<file path="config.mk">
export PLATFORM = sky130hd
export DESIGN_NAME = color_palette_allocator_flat
export DESIGN_NICKNAME = d
export VERILOG_FILES = /design/src/rtl/core/cpa_pkg.sv /design/src/rtl/core/cpa_if.sv /design/src/rtl/core/color_palette_allocator.sv /design/src/flat_wrapper.sv
export VERILOG_INCLUDE_DIRS = /design/src /design/src/rtl/core
export SDC_FILE = /design/constraint.sdc
export NUM_CORES = 1
export LEC_CHECK = 0
export BUFFER_PORTS_ARGS = -buffer_cell sky130_fd_sc_hd__clkbuf_2
export CAP_MARGIN = 20
export CORE_MARGIN = 1
export CORE_UTILIZATION = 45
export DETAILED_ROUTE_END_ITERATION = 7
export GPL_TIMING_DRIVEN = 0
export PLACE_DENSITY = 0.7
export SLEW_MARGIN = 25
export SYNTH_ARGS = -nofsm -noshare
export SYNTH_HDL_FRONTEND = slang
export SYNTH_SLANG_ARGS = --single-unit
</file>
<file path="constraint.sdc">
create_clock -name clock -period 8.3 [get_ports clock]
set_input_delay 0.415 -clock clock [delete_from_list [all_inputs] [get_ports clock]]
set_output_delay 0.415 -clock clock [all_outputs]
set_load 0.01 [all_outputs]
</file>
<file path="src/rtl/core/assert_macros.svh">
// assertion macros shared by the palette allocator rtl
`ifndef ASSERT_MACROS_SVH
`define ASSERT_MACROS_SVH

`ifndef SYNTHESIS

// property must hold at every rising edge outside reset
`define ASSERT_PROP(label, clk, rst, prop, msg) \
   label: assert property (@(posedge clk) disable iff (rst) prop) else $error(msg);

// expression must never be true outside reset
`define ASSERT_NEVER(label, clk, rst, expr, msg) \
   `ASSERT_PROP(label, clk, rst, !(expr), msg)

`else

`define ASSERT_PROP(label, clk, rst, prop, msg)
`define ASSERT_NEVER(label, clk, rst, expr, msg)

`endif

`endif

</file>
<file path="src/rtl/core/cpa_pkg.sv">
// package with widths, codes and defaults of the palette allocator
package cpa_pkg;

   localparam int CMD_W         = 2;
   localparam int RGB_W         = 24;
   localparam int SLOT_W        = 4;
   localparam int PIDX_W        = 4;
   localparam int STATUS_W      = 2;
   localparam int DAC_W         = 6;
   localparam int DEFAULT_ENTRIES = 16;

   typedef enum logic [CMD_W-1:0] {
      CMD_CLEAR  = 2'd0,
      CMD_LOOKUP = 2'd1,
      CMD_SET    = 2'd2
   } cmd_type;

   typedef enum logic [STATUS_W-1:0] {
      ST_HIT  = 2'd0,
      ST_NEW  = 2'd1,
      ST_FULL = 2'd2,
      ST_DONE = 2'd3
   } status_type;

endpackage

</file>
<file path="src/rtl/core/cpa_if.sv">
// request and response channel interfaces of the palette allocator
interface cpa_req_if
   import cpa_pkg::*;
();
   logic                valid;
   logic                ready;
   logic [CMD_W-1:0]    command;
   logic [RGB_W-1:0]    color_rgb;
   logic [SLOT_W-1:0]   slot_index;

   modport source (output valid, command, color_rgb, slot_index, input ready);
   modport sink   (input valid, command, color_rgb, slot_index, output ready);
endinterface

interface cpa_rsp_if
   import cpa_pkg::*;
();
   logic                valid;
   logic                ready;
   logic [PIDX_W-1:0]   palette_index;
   logic [STATUS_W-1:0] status;
   logic                dac_write;
   logic [DAC_W-1:0]    dac_red;
   logic [DAC_W-1:0]    dac_green;
   logic [DAC_W-1:0]    dac_blue;

   modport source (output valid, palette_index, status, dac_write, dac_red, dac_green,
                   dac_blue, input ready);
   modport sink   (input valid, palette_index, status, dac_write, dac_red, dac_green,
                   dac_blue, output ready);
endinterface

</file>
<file path="src/rtl/core/color_palette_allocator.sv">
// color_palette_allocator: palette table with lookup, allocate on miss, set and clear
//
// req_chan takes one command word per handshake: clear, lookup or set. every
// command word gives exactly one response word on rsp_chan, in order.
// a lookup returns the lowest valid slot holding the color (status hit); on a
// miss the slot at the allocation pointer is filled, the pointer advances and
// a dac write with 6-bit components is reported (status new). with no free
// slot the response carries status full and nothing changes. set writes a
// chosen slot in range and reports the dac write; clear drops all valid bits
// and the allocation pointer. the accepting edge fills the input register and
// a later advance edge the response register. throughput: one word per cycle
// unless rsp_chan stalls; the whole lookup is one pass of ENTRIES
// parallel comparators and a priority encoder between the two registers.
// reset (synchronous) empties both registers, clears every valid bit and the
// allocation pointer; slot colors are left as they are.
// when rsp_chan stalls, the response register holds its word, the input
// register keeps at most one more word and req_chan.ready drops after that.
module color_palette_allocator
   import cpa_pkg::*;
#(
   parameter int ENTRIES = DEFAULT_ENTRIES
) (
   input  logic       clock,
   input  logic       reset,
   cpa_req_if.sink    req_chan,
   cpa_rsp_if.source  rsp_chan
);

`include "assert_macros.svh"

   localparam int IDX_W = $clog2(ENTRIES);
   localparam int CNT_W = $clog2(ENTRIES + 1);

   // input register
   logic              in_valid_ff;
   logic [CMD_W-1:0]  in_cmd_ff;
   logic [RGB_W-1:0]  in_rgb_ff;
   logic [SLOT_W-1:0] in_slot_ff;

   // response register
   logic                out_valid_ff;
   logic [PIDX_W-1:0]   out_index_ff, out_index_in;
   logic [STATUS_W-1:0] out_status_ff, out_status_in;
   logic                out_dac_ff, out_dac_in;
   logic [DAC_W-1:0]    out_red_ff, out_red_in;
   logic [DAC_W-1:0]    out_green_ff, out_green_in;
   logic [DAC_W-1:0]    out_blue_ff, out_blue_in;

   // palette state
   logic [RGB_W-1:0]   slot_color_ff [ENTRIES];
   logic [ENTRIES-1:0] slot_valid_ff, slot_valid_in;
   logic [CNT_W-1:0]   next_free_ff, next_free_in;

   logic               advance;
   logic [ENTRIES-1:0] hit_vec;
   logic               hit_any;
   logic [IDX_W-1:0]   hit_idx;
   logic               table_full;
   logic               set_in_range;
   logic               wr_en;
   logic [IDX_W-1:0]   wr_addr;
   logic [IDX_W-1:0]   alloc_addr;
   logic [IDX_W-1:0]   set_addr;

   // the input stage moves on when the response register is free or drains
   assign advance        = in_valid_ff && (!out_valid_ff || rsp_chan.ready);
   assign req_chan.ready = !in_valid_ff || advance;

   always_ff @(posedge clock) begin
      if (reset) begin
         in_valid_ff <= 1'b0;
      end else if (req_chan.ready) begin
         in_valid_ff <= req_chan.valid;
      end
   end

   always_ff @(posedge clock) begin
      if (req_chan.ready && req_chan.valid) begin
         in_cmd_ff  <= req_chan.command;
         in_rgb_ff  <= req_chan.color_rgb;
         in_slot_ff <= req_chan.slot_index;
      end
   end

   // cam compare, one comparator per slot
   always_comb begin
      for (int i = 0; i < ENTRIES; i++) begin
         hit_vec[i] = slot_valid_ff[i] && (slot_color_ff[i] == in_rgb_ff);
      end
   end

   // lowest matching slot wins
   always_comb begin
      hit_idx = '0;
      for (int i = ENTRIES - 1; i >= 0; i--) begin
         if (hit_vec[i]) begin
            hit_idx = IDX_W'(i);
         end
      end
   end

   assign hit_any      = |hit_vec;
   assign table_full   = (next_free_ff == CNT_W'(ENTRIES));
   assign alloc_addr   = next_free_ff[IDX_W-1:0];
   // slot numbers past the table are ignored by set
   assign set_in_range = (32'(in_slot_ff) < ENTRIES);
   assign set_addr     = IDX_W'(in_slot_ff);

   // command decode: response word and table update
   always_comb begin
      out_index_in  = '0;
      out_status_in = ST_DONE;
      out_dac_in    = 1'b0;
      wr_en         = 1'b0;
      wr_addr       = alloc_addr;
      slot_valid_in = slot_valid_ff;
      next_free_in  = next_free_ff;
      case (in_cmd_ff)
         CMD_CLEAR: begin
            slot_valid_in = '0;
            next_free_in  = '0;
         end
         CMD_LOOKUP: begin
            if (hit_any) begin
               out_index_in  = PIDX_W'(hit_idx);
               out_status_in = ST_HIT;
            end else if (table_full) begin
               out_status_in = ST_FULL;
            end else begin
               out_index_in  = PIDX_W'(alloc_addr);
               out_status_in = ST_NEW;
               out_dac_in    = 1'b1;
               wr_en         = 1'b1;
               next_free_in  = next_free_ff + 1'b1;
            end
         end
         CMD_SET: begin
            if (set_in_range) begin
               out_index_in = PIDX_W'(set_addr);
               out_dac_in   = 1'b1;
               wr_en        = 1'b1;
               wr_addr      = set_addr;
            end
         end
         default: begin
         end
      endcase
      if (wr_en) begin
         slot_valid_in[wr_addr] = 1'b1;
      end
   end

   // dac takes the top six bits of each component, zero when not written
   assign out_red_in   = out_dac_in ? in_rgb_ff[23:18] : '0;
   assign out_green_in = out_dac_in ? in_rgb_ff[15:10] : '0;
   assign out_blue_in  = out_dac_in ? in_rgb_ff[7:2]   : '0;

   always_ff @(posedge clock) begin
      if (reset) begin
         slot_valid_ff <= '0;
         next_free_ff  <= '0;
         out_valid_ff  <= 1'b0;
      end else begin
         if (advance) begin
            slot_valid_ff <= slot_valid_in;
            next_free_ff  <= next_free_in;
         end
         if (advance) begin
            out_valid_ff <= 1'b1;
         end else if (rsp_chan.ready) begin
            out_valid_ff <= 1'b0;
         end
      end
   end

   // color store, one write port
   always_ff @(posedge clock) begin
      if (advance && wr_en) begin
         slot_color_ff[wr_addr] <= in_rgb_ff;
      end
   end

   always_ff @(posedge clock) begin
      if (advance) begin
         out_index_ff  <= out_index_in;
         out_status_ff <= out_status_in;
         out_dac_ff    <= out_dac_in;
         out_red_ff    <= out_red_in;
         out_green_ff  <= out_green_in;
         out_blue_ff   <= out_blue_in;
      end
   end

   assign rsp_chan.valid         = out_valid_ff;
   assign rsp_chan.palette_index = out_index_ff;
   assign rsp_chan.status        = out_status_ff;
   assign rsp_chan.dac_write     = out_dac_ff;
   assign rsp_chan.dac_red       = out_red_ff;
   assign rsp_chan.dac_green     = out_green_ff;
   assign rsp_chan.dac_blue      = out_blue_ff;

   // allocation pointer never runs past the table
   `ASSERT_NEVER(a_next_free_range, clock, reset,
      next_free_ff > CNT_W'(ENTRIES), "allocation pointer beyond table")

   // a clear leaves an empty table behind
   `ASSERT_PROP(a_clear_empties, clock, reset,
      (advance && in_cmd_ff == CMD_CLEAR) |=> (slot_valid_ff == '0 && next_free_ff == '0),
      "clear did not empty the table")

   // an allocation moves the pointer by exactly one
   `ASSERT_PROP(a_alloc_step, clock, reset,
      (advance && in_cmd_ff == CMD_LOOKUP && !hit_any && !table_full)
         |=> (next_free_ff == $past(next_free_ff) + 1'b1),
      "allocation pointer did not advance by one")

   // a full response is only shown while the table is really full
   `ASSERT_PROP(a_full_consistent, clock, reset,
      (out_valid_ff && out_status_ff == ST_FULL) |-> table_full,
      "full status without a full table")

endmodule
</file>
<file path="src/flat_wrapper.sv">
// flat-port wrapper written by rule: the top's interface ports become plain ports
module color_palette_allocator_flat import cpa_pkg::*;
#(
   parameter int ENTRIES = DEFAULT_ENTRIES
)
  (clock, reset, req_chan_valid, req_chan_command, req_chan_color_rgb, req_chan_slot_index, req_chan_ready, rsp_chan_valid, rsp_chan_palette_index, rsp_chan_status, rsp_chan_dac_write, rsp_chan_dac_red, rsp_chan_dac_green, rsp_chan_dac_blue, rsp_chan_ready);
  cpa_req_if req_chan_i ();
  cpa_rsp_if rsp_chan_i ();
  input  logic clock;
  input  logic reset;
  input wire logic [$bits(req_chan_i.valid)-1:0] req_chan_valid;
  input wire logic [$bits(req_chan_i.command)-1:0] req_chan_command;
  input wire logic [$bits(req_chan_i.color_rgb)-1:0] req_chan_color_rgb;
  input wire logic [$bits(req_chan_i.slot_index)-1:0] req_chan_slot_index;
  output wire logic [$bits(req_chan_i.ready)-1:0] req_chan_ready;
  output wire logic [$bits(rsp_chan_i.valid)-1:0] rsp_chan_valid;
  output wire logic [$bits(rsp_chan_i.palette_index)-1:0] rsp_chan_palette_index;
  output wire logic [$bits(rsp_chan_i.status)-1:0] rsp_chan_status;
  output wire logic [$bits(rsp_chan_i.dac_write)-1:0] rsp_chan_dac_write;
  output wire logic [$bits(rsp_chan_i.dac_red)-1:0] rsp_chan_dac_red;
  output wire logic [$bits(rsp_chan_i.dac_green)-1:0] rsp_chan_dac_green;
  output wire logic [$bits(rsp_chan_i.dac_blue)-1:0] rsp_chan_dac_blue;
  input wire logic [$bits(rsp_chan_i.ready)-1:0] rsp_chan_ready;
  assign req_chan_i.valid = req_chan_valid;
  assign req_chan_i.command = req_chan_command;
  assign req_chan_i.color_rgb = req_chan_color_rgb;
  assign req_chan_i.slot_index = req_chan_slot_index;
  assign req_chan_ready = req_chan_i.ready;
  assign rsp_chan_valid = rsp_chan_i.valid;
  assign rsp_chan_palette_index = rsp_chan_i.palette_index;
  assign rsp_chan_status = rsp_chan_i.status;
  assign rsp_chan_dac_write = rsp_chan_i.dac_write;
  assign rsp_chan_dac_red = rsp_chan_i.dac_red;
  assign rsp_chan_dac_green = rsp_chan_i.dac_green;
  assign rsp_chan_dac_blue = rsp_chan_i.dac_blue;
  assign rsp_chan_i.ready = rsp_chan_ready;
  color_palette_allocator #(.ENTRIES(ENTRIES)) u_core (.clock(clock), .reset(reset), .req_chan(req_chan_i), .rsp_chan(rsp_chan_i));
endmodule
</file>
==> reports/qor.csv, run 1 <==
metric,value,unit
status,"complete, no violations",
critPathLaunch,u_core.in_rgb_ff[1]$_DFFE_PP_,
syn_inst,1430,
die_h,215,µm
crit_fanout,17,
r2r_cells,13,
h-tree-depth,2,
grt-ovfl-total,0,
crit_type,register to register,
slew_viol_final,0,
hpwl,42.0,mm
r2r_slack,2.53,ns
grt_pass1_vias,13000,
die_area,46300,µm²
synth_flop_cell,edfxtp_1,
drt_wl_total,63.0,mm
tritoncts,done,
holdPathStages,1,
relSlewSlack,22.8,%
async_flop_share,0,%
cts.clk_slew.worst_paths,0.06,ns
required,8.61,ns
wl_per_cell,27.9,µm
holdCritPathClass,input port to register,
setup_violations,0,
tns,0,ns
synthToLayoutAreaGrowth,18.0,%
power,0.00517,W
coreArea,44500,µm²
vias,13400,
port_buffers,60,
ys_seq_elements,462,
grt_pass1_wl,88.9,mm
hp-start,req_chan_slot_index[3],
r2r_start,u_core.in_rgb_ff[1]$_DFFE_PP_,
yosysSeqAreaShare,66.8,%
antenna_cells,0,
arrival,6.08,ns
r2r-end,u_core.slot_color_ff[9][14]$_DFFE_PP_,
avgViaCountPerCell,5.93,
p_leak,7.90,nW
syn_nets,1469,
hold_end,u_core.in_slot_ff[3]$_DFFE_PP_,
drc_errors,0,
drtIter0Drc,1875,
cap_viol_max_count,0,
netlist_area,20400,µm²
rsz0062_at_grt,no,
tightest_slew,1.16,ns
drt_pre_antenna_iters,6,
period_share,69.5,%
fmax,0.173,GHz
peakVddDrop,0.152,mV
antenna_found_initial,0,
grt_max_degree,34,
drive_above_1_share,15.7,%
cts_buffer_depth,3,
start_util,45.9,%
num_rows,77,
io_pins,61,
syn_avg_cell_area,14.3,µm²
place_area,22200,µm²
fin_area,24100,µm²
clock_latency,0.61,ns
cts_root_buf,clkbuf_16,
track_usage,27.3,%
powerDensity,215,nW/µm²
finalCriticalPeriod,5.77,ns
synth_edf_count,439,
hold_viol,0,
cts_resized,0,
clock_skew,0.0314,ns
cts_buffers,48,
cts.sinks,462,
layout.nets,1667,
die_w,215,µm
synth_cell_type_count,59,
critPathLaunchType,register,
ant_nets,0,
place.gp.congestion,0.990,
yosys_warnings,0,
crit_path_end_kind,register,
==> sequential cells by signal, summed over array words and instances, names as in the netlist <==
signal,count
u_core.in_slot_ff,4
u_core.next_free_ff,5
u_core.slot_color_ff,384
u_core.rsp_chan.palette_index,4
u_core.rsp_chan.status,2
u_core.rsp_chan.dac_write,1
u_core.in_valid_ff,1
u_core.rsp_chan.dac_blue,6
u_core.rsp_chan.dac_red,6
u_core.rsp_chan.dac_green,6
u_core.rsp_chan.valid,1
u_core.slot_valid_ff,16
u_core.in_rgb_ff,24
u_core.in_cmd_ff,2
==> final cells by class <==
type,count,area [µm²]
clock buffer,66,1320
fill,3601,20400
clock inverter,20,224
buffer,60,449
sequential,462,13600
multi-input combinational,880,6320
tap,592,741
timing repair buffer,148,1310
inverter,28,105
==> power by group <==
part	switching [W]	internal (W)
logic	0.000268	0.000143
clock network	0.000897	0.00123
registers	0.0000486	0.00258
total	0.00121	0.00396
==> how the worst max path moves through the flow <==
stage                                                        to  slack (ns)
after floorplan            u_core.slot_color_ff[2][0]$_DFFE_PP_        3.79
after global placement    u_core.slot_color_ff[8][15]$_DFFE_PP_        0.95
after detailed placement  u_core.slot_color_ff[9][14]$_DFFE_PP_        2.72
after CTS                 u_core.slot_color_ff[9][23]$_DFFE_PP_        2.67
after global routing      u_core.slot_color_ff[8][21]$_DFFE_PP_        2.52
final                     u_core.slot_color_ff[9][14]$_DFFE_PP_        2.53
==> cells by family (layout without fill, tap and decap cells) <==
logic type                 Yosys count  in the layout  share of synthesized area (%)
and+or+nand+nor                    435            435                           11.7
xor gates and xnor gates           386            386                           16.7
buffers and inverters               88            322                           2.71
AOI/OAI and AO/OA                   54             54                           1.79
adders and majority gates            5              5                          0.306
DFF                                462            462                           66.8
==> layer usage <==
metal | track usage [%] | vias up | part of all wire [%]
li1 | - | 5696 | -
met1 | 37.1 | 6637 | 39
met2 | 41.8 | 858 | 45
met3 | 5.07 | 179 | 11
met4 | 13.9 | 0 | 5.4
met5 | 0 | - | 0
==> critical path: stages, from the launching register on <==
cell and delay [ns]:
edfxtp_1 1.12, buf_4 0.39, buf_4 0.37, xor2_1 0.18, nor4_1 0.07, nand3_1 0.12, nand4b_1 0.22, nor4bb_1 0.84
nand3_1 0.26, o31a_1 0.45, buf_2 0.25, nor3_2 0.63, buf_4 0.32, buf_4 0.22
==> cells in the final DEF (no fill, tap or decap), types with 4 or more instances in the layout <==
master / instances
nand3_1: 38
clkbuf_2: 60
inv_1: 27
nand2b_1: 10
buf_8: 11
clkbuf_1: 19
o31a_1: 4
nor2_1: 52
dlygate4sd3_1: 28
nand2_1: 77
edfxtp_1: 439
clkbuf_16: 48
and3_1: 5
ha_1: 5
buf_2: 7
nor3_2: 16
o21ai_0: 4
a21oi_1: 7
or4_1: 14
and4_1: 4
nor3_1: 25
nand4b_1: 8
nand4_1: 80
xnor2_1: 197
buf_6: 19
nor4b_1: 5
nor4_1: 76
buf_16: 7
bufinv_16: 4
o21ai_1: 15
or3_1: 7
dfxtp_1: 23
clkbuf_8: 5
clkinv_1: 9
xor2_1: 187
buf_4: 68
==> Yosys cell counts (3+ instances only) <==
| cell type | count | share of area (%) |
|---|---|---|
| or3_1 | 7 | 0.21 |
| clkbuf_1 | 6 | 0.11 |
| nor3_1 | 41 | 1.0 |
| nor4_1 | 76 | 2.3 |
| nand4_1 | 80 | 2.4 |
| nor4b_1 | 5 | 0.21 |
| o21ai_1 | 15 | 0.37 |
| xnor2_1 | 197 | 8.4 |
| and2_1 | 4 | 0.12 |
| buf_2 | 7 | 0.17 |
| or4_1 | 14 | 0.51 |
| nand2b_1 | 10 | 0.31 |
| and3_1 | 5 | 0.15 |
| inv_1 | 27 | 0.50 |
| o311ai_0 | 3 | 0.13 |
| ha_1 | 5 | 0.31 |
| o311a_1 | 3 | 0.15 |
| and4_1 | 4 | 0.17 |
| nor2_1 | 52 | 0.96 |
| nand4b_1 | 8 | 0.34 |
| o31a_1 | 4 | 0.17 |
| edfxtp_1 | 439 | 65 |
| buf_4 | 39 | 1.4 |
| xor2_1 | 187 | 8.0 |
| nand2_1 | 77 | 1.4 |
| nand3_1 | 38 | 0.93 |
| buf_6 | 7 | 0.39 |
| o21ai_0 | 4 | 0.098 |
| a21oi_1 | 7 | 0.17 |
| dfxtp_1 | 23 | 2.3 |
==> metrics by stage <==
stage | util [%] | hold WS, ns | setup slack (ns) | cells
floorplan | - | 0.417 | 3.79 | 1430
global placement | 48.2 | 0.436 | 0.949 | 2082
detailed placement | 50.0 | 0.440 | 2.72 | 2140
CTS | 54.1 | 0.000762 | 2.67 | 2254
global route | 54.2 | 0.0126 | 2.52 | 2256
finish | 54.2 | 0.0154 | 2.53 | 2256
==> timing repair <==
action / 4_1_cts / 5_1_grt
buffers inserted: 0 / 0
endpoints found under the hold margin: 28 / 0
hold buffers: 28 / 0
(Power assumes the default switching activity.)
==> run 2: changes to the inputs <==
Settings changed: ABC_AREA set to 1.
Clock period 8.3 ns to 5.85 ns, I/O delays scaled along.
==> reports/qor.csv, run 2 <==
metric,value,unit
die_h,214,µm
relSlewSlack,25.4,%
holdCritPathClass,input port to register,
fmax,0.199,GHz
die_w,214,µm
wl_per_cell,24.6,µm
status,"complete, no violations",
syn_avg_cell_area,11.5,µm²
antenna_found_initial,2,
grt-ovfl-total,0,
yosysSeqAreaShare,67.2,%
finalCriticalPeriod,5.02,ns
cts_root_buf,clkbuf_16,
async_flop_share,0,%
cts_buffers,49,
rsz0062_at_grt,no,
clock_latency,0.60,ns
cts_setup_buffers,0,
p_leak,8.78,nW
crit_fanout,24,
grt_pass1_wl,89.8,mm
drive_above_1_share,13.7,%
crit_path_end_kind,register,
grt_pass1_vias,14100,
synthToLayoutAreaGrowth,15.5,%
critPathLaunchType,register,
grt_max_degree,31,
timing.hold.ws,0.106,ns
start_util,45.8,%
yosys_warnings,0,
avgViaCountPerCell,5.72,
ys_seq_elements,462,
ant_nets,0,
netlist_area,20300,µm²
cts.clk_slew.worst_paths,0.06,ns
crit_type,register to register,
cts_buffer_depth,3,
num_rows,77,
tightest_slew,1.12,ns
required,5.87,ns
vias,14600,
setup_violations,0,
synth_most_common_cell,edfxtp_1,
hold_viol,0,
yosys.area.top_type,edfxtp_1,
drc_errors,0,
peakVddDrop,0.193,mV
cts.sinks,462,
synthTopCellsByCount,"edfxtp_1 (439), nand2_1 (395), inv_1 (166)",
syn_inst,1765,
synth_edf_count,439,
tritoncts,done,
fin_area,23400,µm²
final_cell_mix,"edfxtp_1 (439), nand2_1 (395), inv_1 (160)",
synth_flop_cell,edfxtp_1,
port_buffers,60,
cap_viol_max_count,0,
h-tree-depth,2,
die_area,46000,µm²
netlist.area_leader.share,65.0,%
place.gp.congestion,0.918,
slew_viol_final,0,
tns,0,ns
period_share,85.8,%
coreArea,44300,µm²
final_common_cell,edfxtp_1,
layout.nets,1956,
track_usage,27.2,%
synth_cell_type_count,46,
syn_nets,1804,
drtIter0Drc,1943,
cts_resized,0,
place_area,21500,µm²
hpwl,40.3,mm
reg.largest.list,"u_core.slot_color_ff (384), u_core.in_rgb_ff (24), u_core.slot_valid_ff (16)",
clock_skew,0.0242,ns
yosys-top-cells-area,"edfxtp_1 (65%), nand2_1 (7.3%), inv_1 (3.1%)",
largest_register_ffs,384,
powerDensity,314,nW/µm²
drt_pre_antenna_iters,7,
drt_wl_total,62.9,mm
io_pins,61,
arrival,5.04,ns
regMostFlops,u_core.slot_color_ff,
==> run 2: changes by cell type in the layout (fill, tap and decap cells not counted), sizes merged, moves of 14 or more <==
| cell | change |
|---|---|
| xor2 | -130 |
| a21oi | +35 |
| or4 | -14 |
| nand4 | -48 |
| o21ai | +44 |
| nand3 | +20 |
| nor2 | +99 |
| o22ai | +56 |
| nor4 | -67 |
| or2 | +39 |
| xnor2 | -145 |
| inv | +152 |
| nand2 | +324 |
| buf | -45 |
==> run 2: critical path: stages, from the launching register on <==
cell and delay [ns]:
edfxtp_1 0.66, buf_16 0.27, inv_1 0.12, clkbuf_1 0.71
o22ai_1 0.21, nor2_1 0.17, nand3_1 0.09, nor3_1 0.64
nor2_1 0.13, nand2_2 0.13, nor2_4 0.06, nand3_4 0.07
nand2_2 0.07, nand3_4 0.09, nor2_4 0.07, nand3_1 0.15
clkinv_1 0.78
==> run 2: path summary, 6_finish.rpt <==
check                                                     startpoint                                    to  slack, ns  depth (start not counted)
worst min-delay path                                           reset   u_core.next_free_ff[3]$_SDFFE_PP0P_       0.11                          5
worst min register to register  u_core.slot_valid_ff[4]$_SDFFE_PP0P_  u_core.slot_valid_ff[4]$_SDFFE_PP0P_       0.47                          2
worst max register to register        u_core.in_rgb_ff[11]$_DFFE_PP_  u_core.slot_color_ff[3][4]$_DFFE_PP_       0.83                         16
worst max-delay path                  u_core.in_rgb_ff[11]$_DFFE_PP_  u_core.slot_color_ff[3][4]$_DFFE_PP_       0.83                         16
==> run 2: area by class of cell <==
class,count,area [µm²]
antenna,1,2.50
fill,3748,20900
buffer,65,463
tap,592,741
clock inverter,31,324
clock buffer,61,1310
timing repair buffer,101,764
multi-input combinational,1053,5490
inverter,185,704
sequential,462,13600
==> run 2: per-layer routing <==
layer | vias up | share of wire (%) | wire length, µm | track usage [%]
met1 | 7065 | 38 | 23600 | 34.6
met2 | 926 | 46 | 29000 | 44.1
met3 | 208 | 11 | 6810 | 5.29
met5 | - | 0 | 0 | 0
met4 | 0 | 5.4 | 3370 | 14.4
li1 | 6391 | - | - | -
==> run 2: through the flow <==
step | utilization [%] | cells | setup slack (ns) | total power (W)
after global placement | 48.1 | 2417 | 1.05 | 0.00419
final | 52.9 | 2551 | 0.829 | 0.00736
after CTS | 52.9 | 2549 | 1.10 | 0.00736
after floorplan | - | 1765 | 2.78 | 0.00399
after global routing | 52.9 | 2550 | 0.620 | 0.00750
after detailed placement | 48.4 | 2425 | 1.08 | 0.00421
==> run 2: logic make-up after synthesis <==
logic type	count (synthesis)	synth area share, %
and+or+nand+nor	732	15.6
DFF	462	67.2
buffers and inverters	250	5.75
AOI/OAI and AO/OA	205	6.28
xor gates and xnor gates	111	4.79
adders and majority gates	5	0.308
==> run 2: repair_timing <==
item	CTS	global route
hold buffers	32	0
hold endpoints to repair	32	0
setup endpoints to repair	0	0
==> run 2: where the power goes <==
part,leakage [nW],switching (W),internal (W),total [W]
Combinational,3.82,0.000300,0.000142,0.000442
Sequential,4.16,0.0000751,0.00366,0.00373
Clock,0.798,0.00129,0.00190,0.00319
==> run 3: changes to the inputs <==
Settings changed: ABC_AREA 1 to unset.
Clock period 5.85 ns to 6 ns, I/O delays scaled along.
==> reports/qor.csv, run 3 (synthesized netlist as in run 1, its figures left out) <==
metric,value,unit
start_util,45.9,%
cts_root_buf,clkbuf_16,
drt_wl_total,63.0,mm
slowest_stage,edfxtp_1,
fin_ws,0.268,ns
drtIter0Drc,1914,
h-tree-depth,2,
holdCritPathClass,input port to register,
slew_viol_final,0,
fin_area,24100,µm²
crit_fanout,17,
cap_viol_max_count,0,
cts_buffers,48,
tightest_slew,1.19,ns
die_area,46300,µm²
clock_latency,0.61,ns
cts.sinks,462,
drive_above_1_share,15.7,%
largest_register_ffs,384,
hpwl,42.0,mm
die_w,215,µm
critPathLaunchType,register,
die_h,215,µm
switching_share,23.5,%
comb_power_share,7.9,%
critical-path-max-stage-delay,1.14,ns
cts_resized,0,
fill_cells,3595,
regMostFlops,u_core.slot_color_ff,
port_buffers,60,
place_area,22200,µm²
avgViaCountPerCell,5.93,
hold_viol,0,
place_ws,0.415,ns
p_int,0.00548,W
rsz0062_at_grt,no,
coreArea,44500,µm²
layout.nets,1670,
drc_errors,0,
synthToLayoutAreaGrowth,18.1,%
antenna_found_initial,0,
final_common_cell,edfxtp_1,
wl_per_cell,27.9,µm
drt_pre_antenna_iters,5,
relSlewSlack,20.9,%
p_switching,0.00168,W
antenna_cells,0,
grt_pass1_vias,13000,
crit_chain,buf_4 -> buf_4 -> xor2_1 -> nor4_1 -> nand3_1 -> nand4b_1 -> nor4bb_1 -> nand3_1 -> o31a_1 -> buf_2 -> nor3_2 -> buf_4 -> buf_4,
finalCriticalPeriod,5.73,ns
vias,13400,
cts_buffer_depth,3,
post-route-util,54.2,%
grt-ovfl-total,0,
grt_max_degree,34,
crit_top_cell,buf_4,
clock_skew,0.0293,ns
period_share,95.5,%
setup_violations,0,
powerDensity,297,nW/µm²
clkPwrFrac,41.3,%
ant_nets,0,
io_pins,61,
arrival,6.04,ns
final_cell_mix,"edfxtp_1 (439), xnor2_1 (197), xor2_1 (187)",
crit_type,register to register,
p_seq_share,50.8,%
reg.largest.list,"u_core.slot_color_ff (384), u_core.in_rgb_ff (24), u_core.slot_valid_ff (16)",
tritoncts,done,
track_usage,27.3,%
cts_setup_buffers,0,
crit_path_end_kind,register,
num_rows,77,
fmax,0.174,GHz
status,"complete, no violations",
grt_pass1_wl,88.9,mm
p_leak,7.91,nW
peakVddDrop,0.210,mV
place.gp.congestion,0.990,
cts.clk_slew.worst_paths,0.06,ns
required,6.31,ns
run 3: cell types whose count changed in the layout (fill, tap and decap cells not counted), moves of 43 or more:
cell,previous run,this run
buf_4,25,68
nand4_1,32,80
nor2_1,144,52
nand2_1,395,77
o22ai_1,53,0
inv_1,160,27
o21ai_0,56,4
xnor2_1,54,197
nor4_1,10,76
xor2_1,57,187
run 3: stage by stage:
stage / total power, W / hold slack, ns / instances / TNS (ns)
finish: 0.00716 / 0.0396 / 2259 / 0
global route: 0.00730 / 0.107 / 2259 / 0
CTS: 0.00715 / 0.0226 / 2257 / 0
detailed placement: 0.00424 / 0.440 / 2140 / 0
global placement: 0.00419 / 0.436 / 2082 / -437.39
floorplan: 0.00397 / 0.399 / 1430 / 0
run 3: metal layers:
layer,wire length (µm),vias to the layer above,track usage [%]
li1,-,5697,-
met1,24300,6638,37.1
met2,28100,877,41.8
met3,7190,186,5.07
met4,3420,0,13.9
met5,0,-,0
run 3: layout make-up:
cell class	instances	area (µm²)	share of cell area, %
sequential	462	13600	56.5
multi-input combinational	880	6320	26.2
timing repair buffer	151	1340	5.56
clock buffer	66	1320	5.46
tap	592	741	3.07
buffer	60	449	1.86
clock inverter	20	224	0.928
inverter	28	105	0.435
run 3: critical path: cells and delay by family (launching register included):
family | cells | cell delay (ns)
DFF | 1 | 1.14
and+or+nand+nor | 6 | 2.08
buffers and inverters | 5 | 1.55
AOI/OAI and AO/OA | 1 | 0.45
xor gates and xnor gates | 1 | 0.18
run 3: power by group through the flow:
stage	combinational [W]	sequential (W)	clock (W)
final	0.000569	0.00364	0.00295
after global routing	0.000596	0.00364	0.00307
after CTS	0.000551	0.00364	0.00296
after detailed placement	0.000531	0.00370	0
after global placement	0.000447	0.00375	0
after floorplan	0.000296	0.00368	0
run 3: worst paths after layout:
| path | startpoint | to | slack (ns) | cells after the start |
|---|---|---|---|---|
| worst min-delay path | rsp_chan_ready | u_core.rsp_chan.valid$_SDFFE_PP0P_ | 0.04 | 4 |
| worst max-delay path | u_core.in_rgb_ff[1]$_DFFE_PP_ | u_core.slot_color_ff[9][10]$_DFFE_PP_ | 0.27 | 13 |
| worst min register to register | u_core.slot_valid_ff[12]$_SDFFE_PP0P_ | u_core.slot_valid_ff[12]$_SDFFE_PP0P_ | 0.45 | 2 |
| worst max register to register | u_core.in_rgb_ff[1]$_DFFE_PP_ | u_core.slot_color_ff[9][10]$_DFFE_PP_ | 0.27 | 13 |
run 3: repair_timing:
action                     in CTS  in global routing
hold buffers                   31                  0
setup endpoints to repair       0                  0
hold endpoints to repair       31                  0
